**src/design/iwc_pkg.sv**
```systemverilog
// Shared constants and types for the intensity weighted centroid block.
package iwc_pkg;
  localparam int unsigned IndexBitsDef = 22;
  localparam int unsigned FracBitsDef  = 8;
  localparam int unsigned PixelBitsDef = 8;
  localparam int unsigned WidthBits    = 13;
  localparam int unsigned SumBits      = 52;
  localparam int unsigned IsumBits     = 30;
  localparam int unsigned CoordBits    = 30;
  localparam logic [WidthBits-1:0] WidthReset = 13'd640;
  localparam int unsigned QDepth       = 4;
  localparam int unsigned QPtrBits     = 2;

  typedef enum logic [0:0] {
    REG_IMAGE_WIDTH = 1'b0
  } reg_idx_t;

  // Item passed from front to back part.
  typedef struct packed {
    logic [25:0] idx;
    logic [15:0] val;
    logic        last;
  } item_t;

  typedef enum logic [2:0] {
    ST_IDLE,
    ST_SPLIT,
    ST_ACC,
    ST_DIVX,
    ST_DIVY,
    ST_EMIT
  } back_state_t;
endpackage

```
**src/design/intensity_weighted_centroid_top.sv**
```systemverilog
// Top level of the intensity weighted centroid block.
// Usage:
//   Drive start with a pixel (index, value, last flag); it transfers when
//   busy is low. Pixels enter a four-deep queue; the back part drains it.
//   In the back part each pixel's index is split bit-serially into row and
//   column (skipped if the width register is zero). On a last pixel the two
//   coordinates go through one shared restoring divider (skipped if the
//   intensity sum is zero, which sets status), then out_valid pulses for
//   one cycle with centroid x, y and status. The receiver cannot stall; the
//   result is shown once. Reset clears the sums and the queue and sets the
//   image width to 640. The width register sits at address 0 of the APB
//   port; write it only while the block is idle (not enforced by the block).
module intensity_weighted_centroid_top #(
  parameter int unsigned INDEX_BITS = iwc_pkg::IndexBitsDef,
  parameter int unsigned FRAC_BITS  = iwc_pkg::FracBitsDef,
  parameter int unsigned PIXEL_BITS = iwc_pkg::PixelBitsDef
) (
  input  logic                            clk,
  input  logic                            rst_n,
  input  logic                            start,
  output logic                            busy,
  input  logic [INDEX_BITS-1:0]           in_pixel_index,
  input  logic [PIXEL_BITS-1:0]           in_pixel_value,
  input  logic                            in_last_pixel,
  output logic                            out_valid,
  output logic [iwc_pkg::CoordBits-1:0]   out_centroid_x,
  output logic [iwc_pkg::CoordBits-1:0]   out_centroid_y,
  output logic                            out_status,
  input  logic                            psel,
  input  logic                            penable,
  input  logic                            pwrite,
  input  logic [1:0]                      paddr,
  input  logic [31:0]                     pwdata,
  output logic [31:0]                     prdata,
  output logic                            pready
);
  import iwc_pkg::*;

  logic [WidthBits-1:0] width_r, width_nxt;
  logic                 pop, q_valid;
  item_t                q_item;
  logic                 wr_en;

  assign pready = 1'b1;
  assign wr_en  = psel && penable && pwrite && (paddr == '0);
  assign prdata = (paddr == '0) ? 32'(width_r) : '0;
  assign width_nxt = wr_en ? pwdata[WidthBits-1:0] : width_r;

  always_ff @(posedge clk) begin
    if (!rst_n) width_r <= WidthReset;
    else width_r <= width_nxt;
  end

  iwc_front #(.INDEX_BITS(INDEX_BITS), .PIXEL_BITS(PIXEL_BITS)) u_front (
    .clk, .rst_n, .start, .in_pixel_index, .in_pixel_value, .in_last_pixel,
    .busy, .pop, .q_valid, .q_item
  );

  iwc_back #(.INDEX_BITS(INDEX_BITS), .FRAC_BITS(FRAC_BITS),
             .PIXEL_BITS(PIXEL_BITS)) u_back (
    .clk, .rst_n, .image_width(width_r), .q_valid, .q_item, .pop,
    .out_valid, .out_centroid_x, .out_centroid_y, .out_status
  );

`ifndef SYNTH
  a_status_zero: assert property (@(posedge clk) disable iff (!rst_n)
    out_valid && out_status |-> out_centroid_x == '0 && out_centroid_y == '0)
    else $error("error result carries nonzero coordinates");
  a_pulse: assert property (@(posedge clk) disable iff (!rst_n)
    out_valid |=> !out_valid)
    else $error("result shown twice");
  a_pop_valid: assert property (@(posedge clk) disable iff (!rst_n)
    pop |-> q_valid)
    else $error("pop from empty queue");
`endif
endmodule

```
**src/design/iwc_front.sv**
```systemverilog
// Front part: takes pixel transfers and queues them for the back part.
module iwc_front #(
  parameter int unsigned INDEX_BITS = iwc_pkg::IndexBitsDef,
  parameter int unsigned PIXEL_BITS = iwc_pkg::PixelBitsDef
) (
  input  logic                  clk,
  input  logic                  rst_n,
  input  logic                  start,
  input  logic [INDEX_BITS-1:0] in_pixel_index,
  input  logic [PIXEL_BITS-1:0] in_pixel_value,
  input  logic                  in_last_pixel,
  output logic                  busy,
  input  logic                  pop,
  output logic                  q_valid,
  output iwc_pkg::item_t        q_item
);
  import iwc_pkg::*;

  item_t              q_mem_r [QDepth];
  logic [QPtrBits-1:0] wr_ptr_r, wr_ptr_nxt, rd_ptr_r, rd_ptr_nxt;
  logic [QPtrBits:0]   cnt_r, cnt_nxt;
  logic                push;
  item_t               new_item;

  assign busy    = (cnt_r == (QPtrBits+1)'(QDepth));
  assign push    = start && !busy;
  assign q_valid = (cnt_r != '0);
  assign q_item  = q_mem_r[rd_ptr_r];

  always_comb begin
    new_item      = '0;
    new_item.idx  = 26'(in_pixel_index);
    new_item.val  = 16'(in_pixel_value);
    new_item.last = in_last_pixel;
  end

  always_comb begin
    wr_ptr_nxt = push ? wr_ptr_r + 1'b1 : wr_ptr_r;
    rd_ptr_nxt = pop ? rd_ptr_r + 1'b1 : rd_ptr_r;
    cnt_nxt    = cnt_r + (QPtrBits+1)'(push) - (QPtrBits+1)'(pop);
  end

  always_ff @(posedge clk) begin
    if (!rst_n) begin
      wr_ptr_r <= '0;
      rd_ptr_r <= '0;
      cnt_r    <= '0;
    end else begin
      wr_ptr_r <= wr_ptr_nxt;
      rd_ptr_r <= rd_ptr_nxt;
      cnt_r    <= cnt_nxt;
    end
  end

  always_ff @(posedge clk) begin
    if (push) q_mem_r[wr_ptr_r] <= new_item;
  end
endmodule

```
**src/design/iwc_back.sv**
```systemverilog
// Back part: splits index, accumulates sums, divides on the last pixel.
module iwc_back #(
  parameter int unsigned INDEX_BITS = iwc_pkg::IndexBitsDef,
  parameter int unsigned FRAC_BITS  = iwc_pkg::FracBitsDef,
  parameter int unsigned PIXEL_BITS = iwc_pkg::PixelBitsDef
) (
  input  logic                                 clk,
  input  logic                                 rst_n,
  input  logic [iwc_pkg::WidthBits-1:0]        image_width,
  input  logic                                 q_valid,
  input  iwc_pkg::item_t                       q_item,
  output logic                                 pop,
  output logic                                 out_valid,
  output logic [iwc_pkg::CoordBits-1:0]        out_centroid_x,
  output logic [iwc_pkg::CoordBits-1:0]        out_centroid_y,
  output logic                                 out_status
);
  import iwc_pkg::*;

  localparam int unsigned CntBits = 7;
  // Quotient bits needed: sum bits plus fraction bits.
  localparam int unsigned DivSteps = SumBits + FRAC_BITS;
  localparam int unsigned NumBits  = SumBits + FRAC_BITS;
  // Row index restoring division over INDEX_BITS steps.
  localparam int unsigned TrialBits = ((INDEX_BITS > WidthBits) ? INDEX_BITS : WidthBits) + 1;
  localparam logic [CoordBits-1:0] CoordMax = '1;

  back_state_t state_r, state_nxt;
  logic [INDEX_BITS-1:0] idx_r, idx_nxt;
  logic [INDEX_BITS-1:0] rem_r, rem_nxt;
  logic [PIXEL_BITS-1:0] val_r, val_nxt;
  logic                  last_r, last_nxt;
  logic [CntBits-1:0]    cnt_r, cnt_nxt;
  logic [SumBits-1:0]    csum_r, csum_nxt, rsum_r, rsum_nxt;
  logic [IsumBits-1:0]   isum_r, isum_nxt;
  logic [NumBits-1:0]    num_r, num_nxt;
  logic [IsumBits:0]     drem_r, drem_nxt;
  logic [CoordBits-1:0]  cx_r, cx_nxt, cy_r, cy_nxt;
  logic                  sat_r, sat_nxt;
  logic                  stat_r, stat_nxt;
  logic                  valid_r, valid_nxt;

  logic [TrialBits-1:0]  trial;
  logic [IsumBits+1:0]   dtrial;
  logic [IsumBits:0]     dshift;
  logic                  qbit;
  logic [INDEX_BITS+PIXEL_BITS-1:0] cprod, rprod;
  logic [SumBits:0]      csum_add, rsum_add;
  logic [IsumBits:0]     isum_add;
  logic [CoordBits-1:0]  hold;
  logic [CoordBits-1:0]  qnew;

  assign out_valid      = valid_r;
  assign out_centroid_x = cx_r;
  assign out_centroid_y = cy_r;
  assign out_status     = stat_r;

  // one restoring step of index / width; quotient bits go into idx_r
  always_comb begin
    trial = TrialBits'({rem_r, idx_r[INDEX_BITS-1]}) - TrialBits'(image_width);
  end

  // one restoring step of num / isum
  always_comb begin
    dshift = {drem_r[IsumBits-1:0], num_r[NumBits-1]};
    dtrial = {1'b0, dshift} - (IsumBits+2)'(isum_r);
    qbit   = !dtrial[IsumBits+1];
  end

  always_comb begin
    cprod    = INDEX_BITS'(rem_r) * val_r;
    rprod    = idx_r * val_r;
    csum_add = {1'b0, csum_r} + (SumBits+1)'(cprod);
    rsum_add = {1'b0, rsum_r} + (SumBits+1)'(rprod);
    isum_add = {1'b0, isum_r} + (IsumBits+1)'(val_r);
    hold     = (state_r == ST_DIVX) ? cx_r : cy_r;
    qnew     = {hold[CoordBits-2:0], qbit};
  end

  always_comb begin
    state_nxt = state_r;
    unique case (state_r)
      ST_IDLE:  if (q_valid) state_nxt = (image_width == '0) ? ST_ACC : ST_SPLIT;
      ST_SPLIT: if (cnt_r == CntBits'(INDEX_BITS-1)) state_nxt = ST_ACC;
      ST_ACC:   state_nxt = !last_r ? ST_IDLE : (isum_add == '0 ? ST_EMIT : ST_DIVX);
      ST_DIVX:  if (cnt_r == CntBits'(DivSteps-1)) state_nxt = ST_DIVY;
      ST_DIVY:  if (cnt_r == CntBits'(DivSteps-1)) state_nxt = ST_EMIT;
      ST_EMIT:  state_nxt = ST_IDLE;
      default:  state_nxt = ST_IDLE;
    endcase
  end

  always_comb begin
    pop = 1'b0;
    idx_nxt = idx_r; rem_nxt = rem_r; val_nxt = val_r; last_nxt = last_r;
    cnt_nxt = cnt_r; csum_nxt = csum_r; rsum_nxt = rsum_r; isum_nxt = isum_r;
    num_nxt = num_r; drem_nxt = drem_r; cx_nxt = cx_r; cy_nxt = cy_r;
    sat_nxt = sat_r; stat_nxt = stat_r; valid_nxt = 1'b0;
    unique case (state_r)
      ST_IDLE: begin
        if (q_valid) begin
          pop      = 1'b1;
          val_nxt  = PIXEL_BITS'(q_item.val);
          last_nxt = q_item.last;
          cnt_nxt  = '0;
          if (image_width == '0) begin
            rem_nxt = INDEX_BITS'(q_item.idx);   // column is whole index
            idx_nxt = '0;                        // row zero
          end else begin
            rem_nxt = '0;
            idx_nxt = INDEX_BITS'(q_item.idx);
          end
        end
      end
      ST_SPLIT: begin
        cnt_nxt = cnt_r + 1'b1;
        if (!trial[TrialBits-1]) rem_nxt = trial[INDEX_BITS-1:0];
        else rem_nxt = {rem_r[INDEX_BITS-2:0], idx_r[INDEX_BITS-1]};
        idx_nxt = {idx_r[INDEX_BITS-2:0], !trial[TrialBits-1]};
      end
      ST_ACC: begin
        csum_nxt = csum_add[SumBits] ? '1 : csum_add[SumBits-1:0];
        rsum_nxt = rsum_add[SumBits] ? '1 : rsum_add[SumBits-1:0];
        isum_nxt = isum_add[IsumBits] ? '1 : isum_add[IsumBits-1:0];
        cnt_nxt  = '0;
        drem_nxt = '0;
        sat_nxt  = 1'b0;
        cx_nxt   = '0;
        cy_nxt   = '0;
        stat_nxt = 1'b0;
        num_nxt  = NumBits'(csum_nxt) << FRAC_BITS;
        if (last_r && isum_add == '0) stat_nxt = 1'b1;
        if (last_r) begin
          csum_nxt = '0;
          rsum_nxt = '0;
          // keep divisor; cleared after emit
          isum_nxt = isum_add[IsumBits] ? '1 : isum_add[IsumBits-1:0];
          num_nxt  = NumBits'(csum_add[SumBits] ? {SumBits{1'b1}} : csum_add[SumBits-1:0])
                     << FRAC_BITS;
          // row sum parked in rsum until DIVY
          rsum_nxt = rsum_add[SumBits] ? '1 : rsum_add[SumBits-1:0];
        end
      end
      ST_DIVX, ST_DIVY: begin
        cnt_nxt  = cnt_r + 1'b1;
        drem_nxt = qbit ? dtrial[IsumBits:0] : dshift;
        num_nxt  = {num_r[NumBits-2:0], 1'b0};
        // a set bit shifted out means the quotient does not fit
        if (hold[CoordBits-1]) sat_nxt = 1'b1;
        if (state_r == ST_DIVX) cx_nxt = qnew; else cy_nxt = qnew;
        if (cnt_r == CntBits'(DivSteps-1)) begin
          if (sat_nxt) begin
            if (state_r == ST_DIVX) cx_nxt = CoordMax; else cy_nxt = CoordMax;
          end
          cnt_nxt  = '0;
          drem_nxt = '0;
          sat_nxt  = 1'b0;
          num_nxt  = NumBits'(rsum_r) << FRAC_BITS;
        end
      end
      ST_EMIT: begin
        valid_nxt = 1'b1;
        isum_nxt  = '0;
        rsum_nxt  = '0;
        csum_nxt  = '0;
      end
      default: ;
    endcase
  end

  always_ff @(posedge clk) begin
    if (!rst_n) begin
      state_r <= ST_IDLE;
      valid_r <= 1'b0;
      csum_r  <= '0;
      rsum_r  <= '0;
      isum_r  <= '0;
    end else begin
      state_r <= state_nxt;
      valid_r <= valid_nxt;
      csum_r  <= csum_nxt;
      rsum_r  <= rsum_nxt;
      isum_r  <= isum_nxt;
    end
  end

  always_ff @(posedge clk) begin
    idx_r <= idx_nxt; rem_r <= rem_nxt; val_r <= val_nxt; last_r <= last_nxt;
    cnt_r <= cnt_nxt; num_r <= num_nxt; drem_r <= drem_nxt;
    cx_r <= cx_nxt; cy_r <= cy_nxt; sat_r <= sat_nxt; stat_r <= stat_nxt;
  end
endmodule

```
**config.mk**
```make
export PLATFORM = sky130hd
export DESIGN_NAME = intensity_weighted_centroid_top
export DESIGN_NICKNAME = d
export VERILOG_FILES = /design/src/design/iwc_pkg.sv /design/src/design/intensity_weighted_centroid_top.sv /design/src/design/iwc_front.sv /design/src/design/iwc_back.sv
export SDC_FILE = /design/constraint.sdc
export NUM_CORES = 2
export LEC_CHECK = 0
export ABC_CLOCK_PERIOD_IN_PS = 10850
export BUFFER_PORTS_ARGS = -buffer_cell sky130_fd_sc_hd__buf_2
export CAP_MARGIN = 10
export CORE_ASPECT_RATIO = 0.5
export CORE_MARGIN = 2
export CORE_UTILIZATION = 51
export CTS_CLUSTER_SIZE = 30
export DETAILED_ROUTE_END_ITERATION = 8
export PLACE_DENSITY = 0.68
export SYNTH_ARGS = -nofsm -noshare
export SYNTH_HDL_FRONTEND = slang
export SYNTH_SLANG_ARGS = --single-unit
```
**constraint.sdc**
```tcl
create_clock -name clk -period 10.85 [get_ports clk]
set_input_delay 2.17 -clock clk [delete_from_list [all_inputs] [get_ports clk]]
set_output_delay 2.17 -clock clk [all_outputs]
set_load 0.02 [all_outputs]
```
Word-level counts from Yosys, hierarchy flattened
Memory sizes are Yosys's and may differ from the RTL's. A register that Yosys moved wholly into a read port is not among the register bits. Cells that the tools add are included.

Logic and storage cells: 123. Memories: 1. Bits in latches: 0. Register bits: 370. Bits in writable memories: 124. Bits in read-only memories: 0. Input port bits: 71. Output and inout bits: 96.

Bitwise logic cells: 0. Muxes and demuxes: 56. Div/mod/pow operators: 0. Shifts and indexed selects: 0. $mul: 2. Eq/ne operators: 12. Order comparisons: 0. Add/sub/neg operators: 10. Reductions and logical operators: 22.

Memory list: u_front.q_mem_r (words 4, width 31, rd ports 1, clocked after memory_dff 1, write ports 1, line iwc_front.sv:19) `item_t q_mem_r [QDepth];`.

Operators with widths (count): $mux W30 (12); $pmux W30 S2 (4); $mux W52 (4); $pmux W52 S2 (2); $mux W60 (2); $pmux W60 S2 (1); $mux W22 (5); $add A52 B30 Y53 (2); $pmux W22 S2 (2); $mul A22 B8 Y30 (2); $sub A31 B30 Y32 (1); $add A30 B8 Y31 (1); $logic_not A31 Y1 (1); $pmux W7 S4 (1); $sub A23 B13 Y23 (1); $mux W3 (6); $pmux W3 S5 (1); $mux W7 (2); $logic_not A13 Y1 (1); $mux W13 (1); $eq A3 B3 Y1 const B (3); $mux W1 (9); $add A7 B1 Y7 const B (1); $eq A7 B5 Y1 const B (1); 20 further kinds (36).

Longest topological paths before layout
Depth after elaboration: 7. Gate-level depth with buffers: 24. Depth with buffers taken out: 21.

Cells and area by module
From an unflattened synthesis, not the netlist that was laid out.

Cell total of the unflattened synthesis: 3922. Area total of the unflattened synthesis: 37915.1 sq um.

By module, submodules not included: iwc_back (seq. area each 8888.5 sq um, times used 1, cells each 3605, area an instance 32089.5 sq um); iwc_front (seq. area each 3903.7 sq um, times used 1, cells each 222, area an instance 5034.8 sq um); intensity_weighted_centroid_top (seq. area each 260.2 sq um, times used 1, cells each 95, area an instance 790.8 sq um).

Worst setup path before layout
Ideal clock, no wire load.

Path kind: reg-to-reg. Start: reg u_back.val_r[1]. End: reg u_back.num_r[45] (data pin). Setup time: 0.273 ns. Cell stages (with the launch flop): 22. Path slack: 5.265 ns. Buffers on the path: 4. Data required time: 10.577 ns. Clock period less this slack: 5.585 ns. Arrival time: 5.312 ns. Path through: edfxtp_1 -> clkbuf_1 -> clkbuf_1 -> nand2_1 -> fa_1 -> inv_1 -> fa_1 -> fa_1 -> inv_1 -> fa_1 -> inv_1 -> ha_1 -> a2111oi_0 -> o21ai_0 -> a41oi_1 -> o32a_1 -> nand2_1 -> and3b_1 -> clkbuf_1 -> nor2_2 -> buf_2 -> a22oi_1.

Cells in the longest elaborated chain, start to end: 5. Elaborated cells between the ends (all ways): 6. Classes of those cells: add/sub: 1; mul: 1; mux: 4.

Ends and longest elaborated chain: start: declaration (line iwc_back.sv:31) `logic [PIXEL_BITS-1:0] val_r, val_nxt;`; start signal: assignment (line iwc_back.sv:188) `idx_r <= idx_nxt; rem_r <= rem_nxt; val_r <= val_nxt; last_r <= last_nxt;`; $mul A22 B8 Y30 (*) (line iwc_back.sv:71) `cprod = INDEX_BITS'(rem_r) * val_r;`; $add A52 B30 Y53 (*) (line iwc_back.sv:73) `csum_add = {1'b0, csum_r} + (SumBits+1)'(cprod);`; $mux W52 (line iwc_back.sv:122, iwc_back.sv:138); $mux W60 (*) (line iwc_back.sv:133) `if (last_r) begin`; $pmux W60 S2 (*) (line iwc_back.sv:99) `unique case (state_r)`; net u_back.num_nxt[45] (line iwc_back.sv:36) `logic [NumBits-1:0] num_r, num_nxt;`; end signal: assignment (line iwc_back.sv:189) `cnt_r <= cnt_nxt; num_r <= num_nxt; drem_r <= drem_nxt;`; end: declaration (line iwc_back.sv:36).

The timed path passes the listed nets; every way through them passes the cells marked *. A chain may end at the register's enable or synchronous reset.

Worst setup path after layout
Start: reg u_back.val_r[3]. End: reg u_back.num_r[34] (data pin).

Same word-level chain as after synthesis.

==> out/metrics.csv <==
metric,value,unit
status,finished clean,
FF-to-FF End,u_back.num_r[34],
H-tree depth,2,
worst r2r src,u_back.val_r[3],
first-pass GRT wire length,155,mm
final WL,96.2,mm
port buffer count,127,
Synth cell types,94,
initial antenna violation count,0,
"antenna viol nets, final",0,
chip width,388,um
kind of critical path,reg2reg,
remaining global-route overflow,0,
Setup Viol. Count Final,0,
top-count cell post-synth,inv_1,
number of CTS-inserted buffers,49,
vias per inst,5.71,
total global-route track usage,25.3,%
I/O pins,167,
"EDFF count, synth",328,
fin crit share,68.9,%
number of cells on the worst hold path,2,
R2R Setup Slk,3.37,ns
Worst Hold Path EP,u_back.csum_r[31],
fmax,134,MHz
buffer count from post-CTS setup fixing,0,
"Hold Vio Cnt, Final",0,
CTS tree,yes,
top post-synthesis cells by area,"edfxtp_1 (26%), fa_1 (16%), dfxtp_1 (8.5%), ha_1 (5.6%), inv_1 (5.2%)",
die area,76000,um2
vias,29100,
final hold slack,0.447,ns
crit path launch,u_back.val_r[3],
1st-iter DRT viols,2538,
post-synth top area share,26.2,%
max-cap violations,0,
Initial Util,51.5,%
fraction of registers with async set/reset,0,%
worst hold start,u_back.csum_r[31],
Setup crit start kind,flop,
Clock Tree Root,clkbuf_16,
synth warn,0,
share of post-route cells with drive strength above 1,8.06,%
max-slew violations,0,
RSZ-0062 raised after global routing,no,
Vert. Die Dim,196,um
row count,70,
Synth Area per Inst,9.26,um2
Residual DRC,0,
Crit Path Max Fanout,24,
largest net degree at the start of global routing,75,
Final Skew,0.0369,ns
area of the mapped netlist,37600,um2
arrival time at the worst endpoint,7.94,ns
Syn Inst Count,4060,
RePlAce Congestion,0.907,
"top cells by count, synth","inv_1 (517), nand2_1 (458), edfxtp_1 (328)",
nature of the critical path endpoint,flop,
# nets final,4622,
vias in the first global route,28400,
Max-slew headroom,20.8,%
# diodes,0,
Yosys reg bits,488,
main flop type after synthesis,edfxtp_1,
post-cts sizing count,0,
"Reg clk slew, reported paths",0.06,ns
FF-to-FF path depth,18,
WL per Instance,18.9,um
min cycle time layout,7.48,ns
clk sink count,488,
"area leader, netlist",edfxtp_1,
Crit path required time,11.31,ns
Fin Setup TNS,0,ns
Layout area overhead,7.96,%
dpl hpwl,68.5,mm
Hold Path Class,reg2reg,
DRT Pass-1 Iters,6,
CTS Buffer Depth,3,
Worst-Skew Late Latency,0.64,ns
slew of the pin with the lowest slew margin,1.19,ns
sequential area share after synthesis,34.7,%
core area,73000,um2
hold_buf cts,0,
==> worst max-delay path: stages (launching register included) <==
cell      delay (ns)
edfxtp_1        1.13
buf_4           0.45
and2_1          0.21
fa_1            0.46
fa_1            0.46
fa_1            0.51
inv_1           0.05
fa_1            0.47
inv_1           0.04
ha_1            0.37
and2_0          0.35
nand4_1         0.18
or3_1           0.38
o32a_1          0.21
nand2_1         0.38
nand2_1         0.35
nor2_2          0.88
nor2_1          0.20
o21ai_0         0.21
==> through the flow <==
stage / area, um2 / cells / setup slack, ns / utilization (%)
6_report: 40600 / 5093 / 3.37 / 55.6
4_1_cts: 40600 / 5092 / 3.52 / 55.5
5_1_grt: 40600 / 5093 / 3.02 / 55.6
3_5_place_dp: 39000 / 5002 / 3.55 / 53.4
3_3_place_gp: 39000 / 5002 / 3.62 / 53.4
2_1_floorplan: 37700 / 4078 / 5.27 / -
==> worst max path at each step <==
stage,to,slack (ns),cells after the start
final,u_back.num_r[34],3.37,18
after floorplan,u_back.num_r[45],5.27,21
after global routing,u_back.num_r[34],3.02,18
after CTS,u_back.num_r[34],3.52,18
after global placement,u_back.num_r[34],3.62,18
after detailed placement,u_back.num_r[34],3.55,18
==> per-layer routing <==
layer	GRT usage [%]	vias up	part of all wire, %
met2	39.0	1001	44
met4	4.80	0	1.5
li1	-	13600	-
met1	37.5	14400	46
met3	4.66	111	7.9
met5	0	-	0
==> layout make-up <==
cell class              instances  area (um2)
clock buffers                  68        1360
clock inverters                22         224
fillers                      6481       32500
inverters                     520        1950
multi-input cells            2853       21800
flip-flops and latches        488       13100
well taps                     972        1220
repair buffers                170         966
==> state kept, by name, indices dropped and copies added (netlist names), named ones only <==
register,flops
u_back.cnt_r,7
u_back.csum_r,52
u_back.drem_r,30
u_back.idx_r,22
u_back.isum_r,30
u_back.last_r,1
u_back.num_r,52
u_back.out_centroid_x,30
u_back.out_centroid_y,30
u_back.out_status,1
u_back.out_valid,1
u_back.rem_r,22
u_back.rsum_r,52
u_back.sat_r,1
u_back.state_r,3
u_back.val_r,8
u_front.cnt_r,3
u_front.q_mem_r,124
u_front.rd_ptr_r,2
u_front.wr_ptr_r,2
width_r,13
==> kinds of logic after synthesis <==
kind of cell / share of synthesized area, %
flip-flops: 34.7
other: 0.0200
XOR/XNOR: 3.01
AO/OA/AOI/OAI: 12.8
AND/OR/NAND/NOR: 17.3
buffers and inverters: 7.66
multiplexers: 2.86
adder cells (fa/ha/maj): 21.6
==> placed cells by master (no fill, tap or decap), drive strengths merged, types with 40 or more instances in the layout <==
master / count
inv: 520
buf: 170
and3: 40
fa: 300
xor2: 41
dfxtp: 160
edfxtp: 328
a21oi: 278
clkbuf: 68
o21ai: 286
a21o: 51
nor2: 293
nand3: 93
xnor2: 86
ha: 169
and2: 263
nand2: 459
nor3: 73
Power is not shown: default switching activity piles up to over one toggle a cycle in this logic, so the estimate is an artifact.
